## src/rtl/core/med3_pkg.sv

```systemverilog
// ----------------------------------------------------------------------------
// med3_pkg
// Shared types and constants of the streaming 3x3 median filter.
// ----------------------------------------------------------------------------
`default_nettype none

package med3_pkg;

  // Configuration register widths and indexes
  localparam int LINE_W    = 11;
  localparam int ROW_W     = 12;
  localparam int CFG_W     = 12;
  localparam int CFG_IDX_W = 1;

  localparam logic [CFG_IDX_W-1:0] CFG_LINE_LENGTH = 1'b0;
  localparam logic [CFG_IDX_W-1:0] CFG_FRAME_ROWS  = 1'b1;

  localparam int LINE_RST = 640;
  localparam int ROWS_RST = 480;

  // Job queue between the window front and the median back
  localparam int Q_DEPTH = 4;
  localparam int Q_PTR_W = 2;
  localparam int Q_CNT_W = 3;

  // Results released by one request, lowest bit goes out first
  typedef struct packed {
    logic last_end;   // (R, C) with right and bottom replication
    logic last_mid;   // (R, C-1) with bottom replication
    logic up_end;     // (R-1, C) with right replication
    logic up_mid;     // (R-1, C-1)
  } med3_emit_t;

  typedef struct packed {
    logic [ROW_W-1:0] row;
    med3_emit_t       emit;
  } med3_tag_t;

endpackage

`default_nettype wire

```

## src/rtl/core/med3_back.sv

```systemverilog
// ----------------------------------------------------------------------------
// med3_back
// Expands each job into its results and runs them through a three stage
// median-of-nine pipeline with a registered output.
// ----------------------------------------------------------------------------
`default_nettype none

module med3_back
  import med3_pkg::*;
#(
  parameter int PIXEL_BITS = 8,
  parameter int COL_W      = 10
) (
  input  wire logic                          clk,
  input  wire logic                          rst_n,
  input  wire logic                          head_valid,
  input  wire med3_tag_t                     head_tag,
  input  wire logic [COL_W-1:0]              head_col,
  input  wire logic [8:0][PIXEL_BITS-1:0]    head_win,
  output logic                               pop,
  output logic                               out_valid,
  input  wire logic                          out_ready,
  output logic [PIXEL_BITS-1:0]              out_median,
  output logic [ROW_W-1:0]                   out_row,
  output logic [COL_W-1:0]                   out_col,
  output logic                               out_run_last,
  output logic                               out_frame_end
);

  typedef logic [PIXEL_BITS-1:0] pix_t;

  function automatic pix_t min2(input pix_t a, input pix_t b);
    return (a < b) ? a : b;
  endfunction

  function automatic pix_t max2(input pix_t a, input pix_t b);
    return (a < b) ? b : a;
  endfunction

  function automatic pix_t med3(input pix_t a, input pix_t b, input pix_t c);
    return max2(min2(a, b), min2(max2(a, b), c));
  endfunction

  // Returns {hi, mid, lo}
  function automatic logic [2:0][PIXEL_BITS-1:0] sort3(input logic [2:0][PIXEL_BITS-1:0] v);
    pix_t lo1;
    pix_t hi1;
    pix_t t;
    logic [2:0][PIXEL_BITS-1:0] s;
    lo1  = min2(v[0], v[1]);
    hi1  = max2(v[0], v[1]);
    t    = max2(lo1, v[2]);
    s[0] = min2(lo1, v[2]);
    s[1] = min2(hi1, t);
    s[2] = max2(hi1, t);
    return s;
  endfunction

  logic                             adv;
  logic                             issue;
  logic [3:0]                       done_r;
  logic [3:0]                       pend;
  logic [3:0]                       pick;
  logic [3:0]                       rest;
  logic                             end_col;
  logic                             last_rows;
  logic [2:0][2:0][PIXEL_BITS-1:0]  a_win_nxt;
  logic [ROW_W-1:0]                 a_row_nxt;
  logic [COL_W-1:0]                 a_col_nxt;

  logic                             a_valid_r;
  logic [2:0][2:0][PIXEL_BITS-1:0]  a_win_r;
  logic [ROW_W-1:0]                 a_row_r;
  logic [COL_W-1:0]                 a_col_r;
  logic                             a_last_r;
  logic                             a_fend_r;

  logic                             b_valid_r;
  logic [2:0][2:0][PIXEL_BITS-1:0]  b_sort_r;
  logic [ROW_W-1:0]                 b_row_r;
  logic [COL_W-1:0]                 b_col_r;
  logic                             b_last_r;
  logic                             b_fend_r;

  pix_t                             lo_max;
  pix_t                             mid_med;
  pix_t                             hi_min;

  logic                             out_valid_r;
  pix_t                             out_median_r;
  logic [ROW_W-1:0]                 out_row_r;
  logic [COL_W-1:0]                 out_col_r;
  logic                             out_last_r;
  logic                             out_fend_r;

  // Sequencer: take the oldest pending result of the head job
  always_comb begin
    logic [1:0] ri;
    logic [1:0] cj;
    logic [3:0] idx;
    adv       = !out_valid_r || out_ready;
    issue     = head_valid && adv;
    pend      = head_tag.emit & ~done_r;
    pick      = pend & (~pend + 4'd1);
    rest      = pend & ~pick;
    pop       = issue && (rest == '0);
    end_col   = pick[1] | pick[3];
    last_rows = pick[2] | pick[3];
    a_row_nxt = (pick[0] | pick[1]) ? (head_tag.row - 1'b1) : head_tag.row;
    a_col_nxt = end_col ? head_col : (head_col - 1'b1);
    for (int i = 0; i < 3; i++) begin
      for (int j = 0; j < 3; j++) begin
        ri  = last_rows ? ((i == 0) ? 2'd1 : 2'd2) : 2'(i);
        cj  = end_col ? ((j == 0) ? 2'd1 : 2'd2) : 2'(j);
        idx = {2'b00, ri} * 4'd3 + {2'b00, cj};
        a_win_nxt[i][j] = head_win[idx];
      end
    end
  end

  // Final stage: max of row minima, median of row medians, min of row maxima
  always_comb begin
    lo_max  = max2(max2(b_sort_r[0][0], b_sort_r[1][0]), b_sort_r[2][0]);
    mid_med = med3(b_sort_r[0][1], b_sort_r[1][1], b_sort_r[2][1]);
    hi_min  = min2(min2(b_sort_r[0][2], b_sort_r[1][2]), b_sort_r[2][2]);
  end

  always_ff @(posedge clk) begin
    if (adv) begin
      a_win_r      <= a_win_nxt;
      a_row_r      <= a_row_nxt;
      a_col_r      <= a_col_nxt;
      a_last_r     <= (rest == '0);
      a_fend_r     <= pick[3];
      for (int i = 0; i < 3; i++) begin
        b_sort_r[i] <= sort3(a_win_r[i]);
      end
      b_row_r      <= a_row_r;
      b_col_r      <= a_col_r;
      b_last_r     <= a_last_r;
      b_fend_r     <= a_fend_r;
      out_median_r <= med3(lo_max, mid_med, hi_min);
      out_row_r    <= b_row_r;
      out_col_r    <= b_col_r;
      out_last_r   <= b_last_r;
      out_fend_r   <= b_fend_r;
    end
  end

  always_ff @(posedge clk) begin
    if (!rst_n) begin
      done_r      <= '0;
      a_valid_r   <= 1'b0;
      b_valid_r   <= 1'b0;
      out_valid_r <= 1'b0;
    end else begin
      if (issue) begin
        done_r <= (rest == '0) ? '0 : (done_r | pick);
      end
      if (adv) begin
        a_valid_r   <= issue;
        b_valid_r   <= a_valid_r;
        out_valid_r <= b_valid_r;
      end
    end
  end

  assign out_valid     = out_valid_r;
  assign out_median    = out_median_r;
  assign out_row       = out_row_r;
  assign out_col       = out_col_r;
  assign out_run_last  = out_last_r;
  assign out_frame_end = out_fend_r;

endmodule

`default_nettype wire

```

## config.mk

```make
export PLATFORM = sky130hd
export DESIGN_NAME = med3_back
export DESIGN_NICKNAME = d
export VERILOG_FILES = /design/src/rtl/core/med3_pkg.sv /design/src/rtl/core/med3_back.sv
export SDC_FILE = /design/constraint.sdc
export NUM_CORES = 1
export LEC_CHECK = 0
export BUFFER_PORTS_ARGS = -buffer_cell sky130_fd_sc_hd__buf_2
export CORE_MARGIN = 4
export CORE_UTILIZATION = 50
export CTS_CLUSTER_SIZE = 12
export DETAILED_ROUTE_END_ITERATION = 8
export GPL_ROUTABILITY_DRIVEN = 0
export PLACE_DENSITY = 0.69
export SLEW_MARGIN = 15
export SYNTH_ARGS = -nofsm -noshare
export SYNTH_HDL_FRONTEND = slang
export SYNTH_SLANG_ARGS = --single-unit
```

## constraint.sdc

```tcl
create_clock -name clk -period 30.5 [get_ports clk]
set_input_delay 6.1 -clock clk [delete_from_list [all_inputs] [get_ports clk]]
set_output_delay 6.1 -clock clk [all_outputs]
set_load 0.05 [all_outputs]
```

-- Word level (Yosys, flattened, before mapping)
Index checks and enable logic that the tools add are counted.
- flip-flop bits (word level): 231
- word-level logic and storage cells: 143
- $add $sub $neg: 11
- multipliers: 2
- magnitude comparators: 27
- muxes and demuxes: 53
- bitwise logic cells: 10
- reductions and logical operators: 5
- operator list (operator ; number):
    $mux W8 ; 38
    $bmux W8 S4 ; 8
    $lt A8 B8 Y1 ; 19
    $lt A4 B5 Y1 const B ; 8
    $add A4 B2 Y4 ; 4
    $and A4 B4 Y4 ; 3
    $mux W12 ; 1
    $not A4 Y4 ; 3
    $sub A12 B1 Y12 const B ; 1
    $mux W10 ; 1
    $sub A10 B1 Y10 const B ; 1
    $add A3 B1 Y4 const A ; 1
    $add A3 B2 Y4 const A ; 1
    $add A3 B2 Y4 const B ; 1
    $add A4 B1 Y4 const B ; 1
    $add A4 B2 Y4 const B ; 1
    $logic_not A4 Y1 ; 1
    $mul A2 B2 Y4 const B ; 1
    $mux W2 ; 2
    $mux W4 ; 1
    $or A4 B4 Y4 ; 1
    $mul A1 B2 Y3 const B ; 1
    $or A1 B1 Y1 ; 3
    $logic_and A1 B1 Y1 ; 2
    other kinds (3) ; 4

-- Longest topological paths before layout
- depth in word-level cells: 12
- gate-level depth with buffers: 56

-- Least setup slack after synthesis
Ideal clock, no wire load.
- kind: input to output
- start point: in out_ready
- end point: out pop
- data arrival time: 11.544 ns
- required time: 24.400 ns
- setup slack: 12.856 ns
- cell stages on the path: 4
- path buffers: 0
- cells stage by stage: nor2b_1 inv_1 and2_0 and2_1
- word-level cells in the longest chain between the ends: 3
- RTL lines (element ; line ; source):
    start, declared ; med3_back.sv:22 ; input wire logic out_ready,
    $logic_or A1 B1 Y1 ; med3_back.sv:101 ; adv = !out_valid_r || out_ready;
    $logic_and A1 B1 Y1 ; med3_back.sv:102 ; issue = head_valid && adv;
    $logic_and A1 B1 Y1 ; med3_back.sv:106 ; pop = issue && (rest == '0);
    end, declared ; med3_back.sv:20 ; output logic pop,
No other way between the ends.

-- Final worst setup path
Same ends and word-level chain as after synthesis.

==> metrics.yaml <==
finish:
  final_common_cell: "edfxtp_1"
  multi_input_area_sq_um: 8380
  area_delta_synth_final_pct: 12.3
  register_area_sq_um: 6870
  drive_above_1_share_pct: 18.2
  final_cell_mix: "edfxtp_1, nand2_1, inv_1"
  final_nets: 1887
  fillCellCount: 2675
  antenna_cells: 0
timing:
  fin_tns_setup_ps: 0
  grt_setup_unrepaired: "false"
  max_slew_margin_pct: 28.0
  final.setup_skew_ps: 10.8
  period_minus_slack_ps: 13970
  setup_viol_count_final: 0
  hold_viol_final: 0
  timing.final.max_slew_violations: 0
  worst_slew_pin_slew_ps: 1080
  fin_crit_sh_pct: 45.8
  max_freq_mhz: 71.6
die:
  rows: 65
  dieArea_sq_um: 35000
  dieHeight_microns: 187
  boundaryPins: 136
  core_area_sq_um: 31600
  start_util_pct: 50.8
  die_w_microns: 187
clock_tree:
  clkSinkCount: 231
  postCtsSetupRepairBufs: 0
  root_buffer: "clkbuf_16"
  cts_tree: "done"
  clk_pin_slew_ps: 60
  cts-hold-fix-buffers: 0
  cts_buffers: 27
  htree_num_levels: 1
  cts_resized: 0
  insertion_delay_ps: 540
  cts_buffer_depth: 3
drt:
  first_iter_violations: 782
  ant_nets: 0
  route.detailed.drc: 0
  vias_per_cell: 5.72
  first_pass_iters: 6
  vias: 11800
  wirelength_microns: 37200
  post_drt_wl_per_cell_microns: 18.0
synthesis:
  synth_top_area_share_pct: 42.0
  synth_fp_nets: 1774
  synthTopCellsByArea: "edfxtp_1, ha_1, mux4_2"
  synthArstFlopShare_pct: 0
  netlist_instances: 1534
  ys_types: 79
  syn_avg_cell_area_sq_um: 10.4
  ys_ff_latch: 231
  ys_warn_count: 0
  yosysSeqAreaShare_pct: 42.9
  synthFlopType: "edfxtp_1"
  synthesis.area_sq_um: 16000
  synth_edf_count: 224
  yosysTopAreaCell: "edfxtp_1"
setup_path:
  critical_path_class: "primary input to primary output"
  critPathArrivalTime_ps: 7870
  end_kind: "primary output"
  r2r_slack_ps: 17590
  start_kind: "primary input"
  required_ps: 24400
  crit_path_max_fanout: 138
outcome:
  outcome: "completed"
placed_design:
  dp_hpwl_microns: 28800
  portBuffers: 135
global_route:
  grt_start_max_net_pins: 139
  grt_usage_pct: 20.9
  grt_pass1_wl_microns: 59600
  met3_usage_pct: 3.14
  met1_usage_pct: 28.9
  antenna_found_initial: 2
  use_met2_pct: 34.2
  top_usage_layer: "met2"
  first_global_vias: 11200
  overflow: 0
worst_hold_path:
  min_path_type: "register to register"
run:
  cap_violations: 0
[state kept, by name (all words and copies together), names as in the netlist, 4 cells and up]
name / cells
out_col: 10
a_row_r: 12
a_col_r: 10
out_row: 12
out_median: 8
a_win_r: 72
b_row_r: 12
b_col_r: 10
b_sort_r: 72
done_r: 4
[metrics by stage]
stage	hold WS, ps	setup WS [ps]	instances	instance area, sq um	util [%]
2_1_floorplan	400	12860	1534	16000	-
3_3_place_gp	401	16570	2020	17000	54.0
3_5_place_dp	405	16510	2020	17000	54.0
4_1_cts	416	16510	2068	18000	57.0
5_1_grt	421	16330	2068	18000	57.0
6_report	413	16530	2068	18000	57.0
[worst paths after layout]
path / startpoint / endpoint / depth (start not counted)
min reg2reg: a_col_r[9]$_DFFE_PN_ / b_col_r[9]$_DFFE_PN_ / 0
min: a_col_r[9]$_DFFE_PN_ / b_col_r[9]$_DFFE_PN_ / 0
max reg2reg: b_sort_r[34]$_DFFE_PN_ / out_median[7]$_DFFE_PN_ / 46
max: out_ready / pop / 6
[layer usage]
layer | vias to the layer above | wire, microns
li1 | 5818 | -
met3 | 69 | 2240
met5 | - | 26
met1 | 5587 | 16400
met2 | 353 | 17400
met4 | 4 | 1210
[layout make-up]
class                      count  area share, %
clock buffer                  32           3.86
sequential                   231           38.2
multi-input combinational   1097           46.6
timing repair buffer         145           4.17
inverter                     145           3.07
clock inverter                16           1.38
tap                          402           2.80
[cells by family after synthesis]
kind of cell,synth area share [%]
and+or+nand+nor,12.3
AOI/OAI and AO/OA,11.6
DFF,42.9
buffers and inverters,5.00
muxes,16.1
adders and majority gates,11.0
xor gates and xnor gates,1.20
[synth_stat cells, types with 4 or more instances]
| master | n |
|---|---|
| and2_1 | 4 |
| nand2_1 | 223 |
| edfxtp_1 | 224 |
| ha_1 | 138 |
| buf_2 | 4 |
| nand4_1 | 10 |
| inv_1 | 143 |
| nor2_1 | 101 |
| nor2b_1 | 22 |
| nor4_1 | 6 |
| o31a_1 | 5 |
| mux2i_1 | 96 |
| xnor2_1 | 14 |
| a21o_1 | 26 |
| a211oi_1 | 12 |
| nand3_1 | 11 |
| xor2_1 | 8 |
| clkbuf_1 | 40 |
| mux2_2 | 44 |
| a21oi_1 | 90 |
| a31oi_1 | 5 |
| o21a_1 | 6 |
| nor3_1 | 18 |
| buf_1 | 14 |
| o21ai_0 | 97 |
| mux4_2 | 48 |
| dfxtp_1 | 7 |
| or3_1 | 7 |
| nand2b_1 | 13 |
| or2_2 | 4 |
| o21ai_1 | 9 |
| and3_1 | 6 |
[worst max-delay path, cell delays in order]
cell and delay [ps]:
buf_2 100, nor2b_1 430, inv_8 380, and2_0 420, and2_1 210, buf_2 210
Power is not shown: default switching activity piles up to over one toggle a cycle in this logic, so the estimate is an artifact.
