## src/rtl/core/med3_pkg.sv

```systemverilog
// ----------------------------------------------------------------------------
// med3_pkg
// Shared types and constants of the streaming 3x3 median filter.
// ----------------------------------------------------------------------------
`default_nettype none

package med3_pkg;

  // Configuration register widths and indexes
  localparam int LINE_W    = 11;
  localparam int ROW_W     = 12;
  localparam int CFG_W     = 12;
  localparam int CFG_IDX_W = 1;

  localparam logic [CFG_IDX_W-1:0] CFG_LINE_LENGTH = 1'b0;
  localparam logic [CFG_IDX_W-1:0] CFG_FRAME_ROWS  = 1'b1;

  localparam int LINE_RST = 640;
  localparam int ROWS_RST = 480;

  // Job queue between the window front and the median back
  localparam int Q_DEPTH = 4;
  localparam int Q_PTR_W = 2;
  localparam int Q_CNT_W = 3;

  // Results released by one request, lowest bit goes out first
  typedef struct packed {
    logic last_end;   // (R, C) with right and bottom replication
    logic last_mid;   // (R, C-1) with bottom replication
    logic up_end;     // (R-1, C) with right replication
    logic up_mid;     // (R-1, C-1)
  } med3_emit_t;

  typedef struct packed {
    logic [ROW_W-1:0] row;
    med3_emit_t       emit;
  } med3_tag_t;

endpackage

`default_nettype wire

```

## src/rtl/core/med3_queue.sv

```systemverilog
// ----------------------------------------------------------------------------
// med3_queue
// Short job queue between the window front and the median back.
// ----------------------------------------------------------------------------
`default_nettype none

module med3_queue
  import med3_pkg::*;
#(
  parameter int PIXEL_BITS = 8,
  parameter int COL_W      = 10
) (
  input  wire logic                          clk,
  input  wire logic                          rst_n,
  input  wire logic                          push,
  input  wire med3_tag_t                     push_tag,
  input  wire logic [COL_W-1:0]              push_col,
  input  wire logic [8:0][PIXEL_BITS-1:0]    push_win,
  input  wire logic                          pop,
  output logic                               head_valid,
  output med3_tag_t                          head_tag,
  output logic [COL_W-1:0]                   head_col,
  output logic [8:0][PIXEL_BITS-1:0]         head_win,
  output logic [Q_CNT_W-1:0]                 level
);

  med3_tag_t                  tag_mem [Q_DEPTH];
  logic [COL_W-1:0]           col_mem [Q_DEPTH];
  logic [8:0][PIXEL_BITS-1:0] win_mem [Q_DEPTH];

  logic [Q_PTR_W-1:0] wr_ptr_r;
  logic [Q_PTR_W-1:0] rd_ptr_r;
  logic [Q_CNT_W-1:0] level_r;
  logic [Q_CNT_W-1:0] level_nxt;

  always_comb begin
    level_nxt = level_r + {{(Q_CNT_W-1){1'b0}}, push} - {{(Q_CNT_W-1){1'b0}}, pop};
    level      = level_r;
    head_valid = (level_r != '0);
    head_tag   = tag_mem[rd_ptr_r];
    head_col   = col_mem[rd_ptr_r];
    head_win   = win_mem[rd_ptr_r];
  end

  always_ff @(posedge clk) begin
    if (push) begin
      tag_mem[wr_ptr_r] <= push_tag;
      col_mem[wr_ptr_r] <= push_col;
      win_mem[wr_ptr_r] <= push_win;
    end
  end

  always_ff @(posedge clk) begin
    if (!rst_n) begin
      wr_ptr_r <= '0;
      rd_ptr_r <= '0;
      level_r  <= '0;
    end else begin
      if (push) begin
        wr_ptr_r <= wr_ptr_r + 1'b1;
      end
      if (pop) begin
        rd_ptr_r <= rd_ptr_r + 1'b1;
      end
      level_r <= level_nxt;
    end
  end

endmodule

`default_nettype wire

```

## config.mk

```make
export PLATFORM = sky130hd
export DESIGN_NAME = med3_queue
export DESIGN_NICKNAME = d
export VERILOG_FILES = /design/src/rtl/core/med3_pkg.sv /design/src/rtl/core/med3_queue.sv
export SDC_FILE = /design/constraint.sdc
export NUM_CORES = 1
export LEC_CHECK = 0
export BUFFER_PORTS_ARGS = -buffer_cell sky130_fd_sc_hd__buf_2
export CORE_ASPECT_RATIO = 0.7
export CORE_MARGIN = 8
export CORE_UTILIZATION = 29
export CTS_CLUSTER_SIZE = 10
export DETAILED_ROUTE_END_ITERATION = 12
export PLACE_DENSITY_LB_ADDON = 0.3
export SLEW_MARGIN = 20
export SYNTH_ARGS = -nofsm -noshare
export SYNTH_HDL_FRONTEND = slang
export SYNTH_SLANG_ARGS = --single-unit
```

## constraint.sdc

```tcl
create_clock -name clk -period 3.3 [get_ports clk]
set_input_delay 0.165 -clock clk [delete_from_list [all_inputs] [get_ports clk]]
set_output_delay 0.165 -clock clk [all_outputs]
set_load 0.02 [all_outputs]
```

; ---- Word-level counts from Yosys, hierarchy flattened
; Memory sizes are Yosys's and may differ from the RTL's. A register that Yosys moved wholly into a read port is not among the register bits.
; Index checks and enable logic that the tools add are counted.
[totals]
mem_bits_ro = 0
mem_bits_rw = 392
out_inout_bits = 102
latchBits = 0
regBits = 7
inputBits = 102
wordCells = 19
mem_count = 3
[classes]
mul = 0
reduce_logical = 1
muxes = 8
n_eq_ne = 0
n_bitwise = 0
n_div = 0
magnitude_cmp = 0
shift = 0
n_addsub = 4
[memory_table]
columns = memory, depth, word_bits, read_ports, rd_ports_with_merged_regs, write_ports, line_no
row1 = win_mem, 4, 72, 1, 1, 1, med3_queue.sv:29  ; logic [8:0][PIXEL_BITS-1:0] win_mem [Q_DEPTH];
row2 = tag_mem, 4, 16, 1, 1, 1, med3_queue.sv:27  ; med3_tag_t tag_mem [Q_DEPTH];
row3 = col_mem, 4, 10, 1, 1, 1, med3_queue.sv:28  ; logic [COL_W-1:0] col_mem [Q_DEPTH];
[ops]
columns = cell, count
row1 = $mux W2, 6
row2 = $add A2 B1 Y2 const B, 2
row3 = $add A3 B1 Y3, 1
row4 = $reduce_bool A3 Y1, 1
row5 = $sub A3 B1 Y3, 1
row6 = $mux W1, 2

; ---- Longest topological paths before layout
; Gate-level depths: netlist of run 1.
[logic_depth]
depth_word = 3
mapped_depth = 7
ltp_nobuf = 7

; ---- Worst setup path after synthesis of run 1
; No wires, ideal clock.
[synth_timing]
path_kind = flip-flop to flip-flop
from = register wr_ptr_r[0]
to = memory col_mem[0][0] (enable)
path_slack_ns = 0.024
n_path_buf = 0
t_required_ns = 2.832
setup_time_ns = 0.468
path_stages_with_launch = 4
t_arrival_ns = 2.808
path_cell_list = dfxtp_1 inv_1 ha_1 and2_1
[synth_rtl]
columns = element, line_no
row1 = "start, declared", med3_queue.sv:31  ; logic [Q_PTR_W-1:0] wr_ptr_r;
row2 = "start signal, assigned", med3_queue.sv:60  ; wr_ptr_r <= wr_ptr_r + 1'b1;
row3 = "end, declared", med3_queue.sv:28
; Straight into the memory's write port.

==> results.json, run 1 <==
{
  "timing.critical_path.arrival_ps": 2280,
  "tritoncts": "built",
  "fin_area_sq_um": 18800,
  "synth.area.top_cells": "edfxtp_1, mux4_2, dfxtp_1",
  "syn_area_per_cell_sq_um": 26.3,
  "netlist.top_cell.by_area": "edfxtp_1",
  "clock_skew_ps": 13.7,
  "vdd_drop_max_v": 0.000371,
  "post_synth_inst_count": 554,
  "critical_path_buf_inv_count": 2,
  "ctsRootBufferMaster": "clkbuf_16",
  "n_fill_cell": 4495,
  "max_transition_margin_pct": 50.8,
  "hold_viol_final": 0,
  "buffer_ports.inserted": 203,
  "synth_edf_count": 392,
  "post_drt_via_cell_ratio": 4.34,
  "worstPathCellList": "buf_12 -> mux4_2 -> buf_2",
  "min-delay-path-class": "input pin to flop",
  "cts_resized": 0,
  "synth_flop_cell": "edfxtp_1",
  "timing.reg2reg.setup_slack_ps": 1380,
  "slew_violations": 0,
  "grt-ovfl-total": 0,
  "yosysSeqAreaShare_pct": 82.1,
  "postPlaceCellArea_sq_um": 16500,
  "worst-endpoint-required_ps": 3130,
  "cts.clk_slew.worst_paths_ps": 60,
  "slowest_stage": "dfxtp_4",
  "slowest_delay_ps": 820,
  "multi_input_comb_area_sq_um": 2450,
  "clock_tree.htree_level_count": 2,
  "syn_to_final_growth_pct": 29.0,
  "die_y_um": 203,
  "period_needed_ps": 2440,
  "rr_worst_depth": 4,
  "core_area_sq_um": 49400,
  "dieWidth_um": 284,
  "synth.cell_area_sq_um": 14600,
  "drc": 0,
  "setup_violations": 0,
  "grt_max_degree": 60,
  "synth.yosys.warnings": 0,
  "end_kind": "primary output",
  "cts_sinks": 401,
  "fin_setup_tns_ps": 0,
  "setup_repair_after_global_routing_missed_its_margin": "no",
  "critical_path_launch_point_type": "flop",
  "average_routed_wire_per_standard_cell_um": 19.6,
  "postSynthRegisterBits": 401,
  "outcome": "finished clean",
  "drt-total-wl_mm": 30.9,
  "final.hold.worst_slack_ps": 380,
  "timing.critical_path.max_delay_family": "flip-flops",
  "grtUsageTotal_pct": 10.5,
  "async_flop_share_pct": 0,
  "die-area_sq_um": 57700,
  "post-layout-total-power_mw": 11.8,
  "hold_path_depth": 2,
  "grt_antenna_before_repair": 3,
  "drt_iter0_markers": 374,
  "worst_hold_startpoint": "push_tag[9]",
  "power.static_leakage_nw": 6.31,
  "num_vias": 6849,
  "power-per-cell-area_nw_per_um2": 626,
  "clockBufferDepth": 3,
  "start_util_pct": 29.4,
  "cts_setup_buffers": 0,
  "f_max_ghz": 0.409,
  "reg2reg_to": "win_mem[0][64]$_DFFE_PP_",
  "nNetsFinal": 1009,
  "dp_hpwl_mm": 18.3,
  "detail-route-antenna-nets": 0,
  "timing.rr.start": "wr_ptr_r[0]$_SDFFE_PN0P_",
  "top_level_ports": 204,
  "synth_cell_type_count": 19,
  "grt_pass1_wl_mm": 46.9,
  "crit_path_max_fanout": 42,
  "clock_insertion_delay_worst_skew_ps": 540,
  "timing.setup.critical_path_class": "flop to primary output",
  "max-cap-violations": 0,
  "fraction_of_post_synthesis_cell_area_in_the_top_cell_type_by_area_pct": 80.9,
  "gp_congestion": 0.668,
  "min_delay_worst_endpoint": "tag_mem[1][9]$_DFFE_PP_",
  "first_global_vias": 7574,
  "fraction_of_final_layout_cells_with_drive_strength_greater_than_1_pct": 41.2,
  "layout_worst_path_cycle_share_pct": 74.0,
  "synthesis.nets": 663,
  "cts_made_buffers": 47,
  "rows": 68,
  "drt_pre_antenna_iters": 4,
  "ff_latch_area_sq_um": 12000,
  "worstMarginPinSlew_ps": 738
}
worst register-to-register path: stages (launching register included):
cell and delay, ps:
dfxtp_1 340, inv_1 90, ha_1 140, and2_4 490, buf_4 510
metal layers:
metal	up-vias	GRT usage (%)	part of all wire, %
met1	3533	13.6	44
met5	-	0	0.087
met3	53	3.88	7.8
li1	3057	-	-
met2	202	16.7	46
met4	4	2.57	2.0
cells by family after synthesis:
kind of cell,count (synthesis),share of synthesized area (%)
compound gates,2,0.103
xor+xnor,3,0.284
fa+ha+maj,7,0.653
buf+inv,29,1.13
flops,401,82.1
mux,99,15.2
simple gates,13,0.482
worst max path at each step:
| stage | to | from | slack, ps | depth (start not counted) |
|---|---|---|---|---|
| finish | head_win[12] | flop | 860 | 3 |
| global route | head_win[6] | flop | 720 | 3 |
| CTS | head_win[46] | flop | 770 | 3 |
| detailed placement | win_mem[0][67]$_DFFE_PP_ | wr_ptr_r[0]$_SDFFE_PN0P_ | 1330 | 4 |
| global placement | head_win[4] | flop | 1350 | 3 |
| floorplan | col_mem[0][0]$_DFFE_PP_ | wr_ptr_r[0]$_SDFFE_PN0P_ | 20 | 3 |
layout by cell type, fill, tap and decap left out:
| cell type | synthesis | final |
|---|---|---|
| buf_2 | 11 | 203 |
| diode_2 | 0 | 1 |
| clkbuf_16 | 0 | 49 |
| buf_12 | 0 | 7 |
| or3_1 | 1 | 1 |
| a21bo_2 | 1 | 1 |
| and2_4 | 0 | 4 |
| inv_6 | 0 | 1 |
| inv_1 | 7 | 7 |
| dfxtp_4 | 0 | 2 |
| clkinv_2 | 0 | 3 |
| and2_1 | 6 | 2 |
| clkbuf_1 | 7 | 9 |
| nor2_1 | 5 | 5 |
| dlygate4sd3_1 | 0 | 101 |
| xnor2_1 | 2 | 2 |
| mux2i_1 | 1 | 1 |
| mux4_2 | 98 | 98 |
| xor3_1 | 1 | 1 |
| nand3b_1 | 1 | 1 |
| buf_4 | 0 | 8 |
| edfxtp_1 | 392 | 392 |
| fa_1 | 1 | 1 |
| a21oi_1 | 1 | 1 |
| ha_1 | 6 | 6 |
| dfxtp_1 | 9 | 7 |
metrics by stage:
step / cells / utilization (%) / setup slack (ps)
detailed placement: 1415 / 33.3 / 1330
CTS: 1578 / 38.0 / 770
global placement: 1415 / 33.3 / 1350
floorplan: 554 / - / 24.4
finish: 1579 / 38.0 / 858
global route: 1579 / 38.0 / 719
cells in the mapped netlist, types with 2 or more instances:
cell type	n
clkbuf_1	7
mux4_2	98
buf_8	3
and2_1	6
buf_2	11
inv_1	7
edfxtp_1	392
nor2_1	5
dfxtp_1	9
xnor2_1	2
ha_1	6
flip-flops by register name, indices dropped and copies added (netlist names), named ones only:
signal    count
col_mem      40
level         3
rd_ptr_r      2
wr_ptr_r      2
win_mem     288
tag_mem      64
layout make-up:
class	count	area share, %
clock buffers	58	6.71
repair buffers	319	11.9
diodes	1	0.0133
clock inverters	4	0.127
flip-flops and latches	401	63.7
inverters	7	0.140
multi-input cells	124	13.0
well taps	665	4.43
power by group:
group | switching [mW] | leakage (nW) | internal, mW
combinational | 0.751 | 2.00 | 0.580
clock | 1.85 | 0.631 | 2.64
sequential | 0.0727 | 3.68 | 5.86
repair_timing:
item / in CTS / in global routing
endpoints found under the hold margin: 401 / 0
hold buffers: 101 / 0
setup endpoints to repair: 0 / 0
(Power assumes the default switching activity.)
==> run 2: changes to the inputs <==
- ABC_AREA: not set -> 1
- clock period: 3.3 -> 2.15 ns (I/O delays scaled with it)
==> run 2 against run 1 <==
  * Sequential power is 52% higher
  * Non-clock buffer count is 26 higher
  * Routed wire length is 22% higher
  * Largest cell class unchanged
  * Critical endpoint is now head_win[55]
==> results.json, run 2 <==
{
  "core_area_sq_um": 51900,
  "grtUsageTotal_pct": 12.2,
  "end_kind": "primary output",
  "rr_worst_depth": 8,
  "layout_worst_path_cycle_share_pct": 96.5,
  "timing.final.ws_setup_ps": 75.9,
  "worst_hold_startpoint": "push_win[35]",
  "grt_pass1_wl_mm": 57.3,
  "pre_cts_ws_ps": 474,
  "setup_violations": 0,
  "timing.critical_path.max_delay_family": "buffers and inverters",
  "drt-total-wl_mm": 37.8,
  "grt_max_degree": 68,
  "fin_area_sq_um": 19800,
  "power-per-cell-area_nw_per_um2": 920,
  "slowest_stage": "dfxtp_4",
  "cts_made_buffers": 47,
  "async_flop_share_pct": 0,
  "buffer_ports.inserted": 203,
  "clockBufferDepth": 3,
  "worstMarginPinSlew_ps": 535,
  "timing.rr.start": "level[0]$_SDFF_PN0_",
  "fraction_of_post_synthesis_cell_area_in_the_top_cell_type_by_area_pct": 77.7,
  "cts_sinks": 401,
  "clock_tree.htree_level_count": 2,
  "largest_register_ff_count": 288,
  "outcome": "finished clean",
  "antenna_cells_inserted": 0,
  "critical_path_depth": 5,
  "max_transition_margin_pct": 64.3,
  "timing.critical_path.arrival_ps": 1970,
  "gp_congestion": 0.741,
  "slowest_delay_ps": 450,
  "synth_edf_count": 392,
  "detail-route-antenna-nets": 0,
  "clock_skew_ps": 17.8,
  "grt_antenna_before_repair": 1,
  "fraction_of_final_layout_cells_with_drive_strength_greater_than_1_pct": 22.1,
  "synthesis.nets": 1211,
  "period_needed_ps": 2070,
  "vdd_drop_max_v": 0.000620,
  "critical_path_buf_inv_count": 3,
  "n_fill_cell": 4877,
  "clock_insertion_delay_worst_skew_ps": 550,
  "timing.setup.critical_path_class": "flop to primary output",
  "timing.reg2reg.setup_slack_ps": 540,
  "worstPathCellList": "inv_8 -> buf_16 -> o21ai_0 -> o21ai_1 -> buf_2",
  "average_routed_wire_per_standard_cell_um": 17.7,
  "synthMostInstantiatedCell": "edfxtp_1",
  "worst-endpoint-required_ps": 2040,
  "setup_repair_after_global_routing_missed_its_margin": "yes",
  "largest_registers": "win_mem x288, tag_mem x64, col_mem x40",
  "endpoint": "head_win[55]",
  "power.static_leakage_nw": 7.02,
  "reg2reg_to": "level[2]$_SDFF_PN0_",
  "drc": 0,
  "critical_path_launch_point_type": "flop",
  "syn_to_final_growth_pct": 30.6,
  "postLayoutCoreUtil_pct": 38.1,
  "synth.yosys.warnings": 0,
  "post_drt_via_cell_ratio": 4.50,
  "post_synth_inst_count": 1102,
  "die-area_sq_um": 59900,
  "registers.top_by_ff_count": "win_mem",
  "most-common-layout-cells": "edfxtp_1, nor2_1, buf_2, o21ai_0, o21ai_1",
  "crit_path_max_fanout": 45,
  "cts.clk_slew.worst_paths_ps": 50,
  "die_y_um": 207,
  "first_global_vias": 9718,
  "top_level_ports": 204,
  "layout_commonest_cell": "edfxtp_1",
  "dieWidth_um": 289,
  "synth_flop_cell": "edfxtp_1",
  "drt_pre_antenna_iters": 4,
  "hold_viol_final": 0,
  "dp_hpwl_mm": 20.4,
  "num_vias": 9599,
  "min-delay-path-class": "input pin to flop",
  "rows": 70,
  "f_max_ghz": 0.482,
  "fin_setup_tns_ps": 0,
  "netlist.top_cell.by_area": "edfxtp_1",
  "slew_violations": 0,
  "post_synth_most_frequent_cells": "edfxtp_1, nor2_1, o21ai_0",
  "synth.area.top_cells": "edfxtp_1, nor2_1, o21ai_0",
  "synth_cell_type_count": 18,
  "max-cap-violations": 0,
  "ctsRootBufferMaster": "clkbuf_16",
  "tritoncts": "built",
  "drt_iter0_markers": 467,
  "start_util_pct": 29.2,
  "syn_area_per_cell_sq_um": 13.7,
  "nNetsFinal": 1542,
  "synth.cell_area_sq_um": 15100,
  "postPlaceCellArea_sq_um": 17100,
  "grt-ovfl-total": 0,
  "yosysSeqAreaShare_pct": 78.9,
  "postSynthRegisterBits": 401
}
run 2: worst min path at each step:
stage                                           to  slack, ps  cells past startpoint
after global routing      win_mem[1][36]$_DFFE_PP_        270                      2
final                     win_mem[0][35]$_DFFE_PP_        300                      2
after CTS                 win_mem[0][40]$_DFFE_PP_        250                      2
after global placement     win_mem[3][4]$_DFFE_PP_        320                      1
after detailed placement  win_mem[1][48]$_DFFE_PP_        320                      1
after floorplan                level[1]$_SDFF_PN0_        200                      2
run 2: metal layers:
metal	vias up	wire, um	track usage, %
met2	224	17500	19.5
li1	4636	-	-
met3	60	2210	2.93
met1	4677	17400	16.5
met4	2	703	3.17
met5	-	13	0
run 2: power by group:
part	internal [mW]	switching, mW	total (mW)	leakage (nW)
clock	4.08	2.89	6.97	0.623
sequential	8.95	0.0832	9.03	3.68
combinational	0.804	1.40	2.21	2.72
total	13.8	4.38	18.2	7.02
run 2: logic make-up (layout without fill, tap and decap cells):
family,after synthesis,in the layout,synth area share (%)
fa+ha+maj,7,7,0.628
simple gates,307,307,7.62
buf+inv,84,431,2.83
flops,401,401,78.9
compound gates,303,303,10.0
run 2: final cells by class:
class | instances | area [sq um] | share of cell area (%)
clock buffer | 59 | 1230 | 6.22
clock inverter | 6 | 57.6 | 0.291
inverter | 20 | 124 | 0.626
multi-input combinational | 617 | 2800 | 14.2
sequential | 401 | 12000 | 60.5
tap | 684 | 856 | 4.33
timing repair buffer | 345 | 2740 | 13.9
timing repair inverter | 1 | 8.76 | 0.0443
run 2: repair_timing:
item | CTS | global route
gates cloned | 3 | 3
endpoints found under the setup margin | 75 | 80
resized for setup | 27 | 28
setup buffers | 1 | 6
hold buffers | 101 | 0
endpoints found under the hold margin | 401 | 0
run 2: metrics by stage:
stage	hold slack, ps	total power, mW	cells
2_1_floorplan	201	10.3	1102
3_3_place_gp	321	11.1	1954
3_5_place_dp	323	11.1	1954
4_1_cts	249	18.4	2124
5_1_grt	274	19.0	2133
6_report	300	18.2	2133
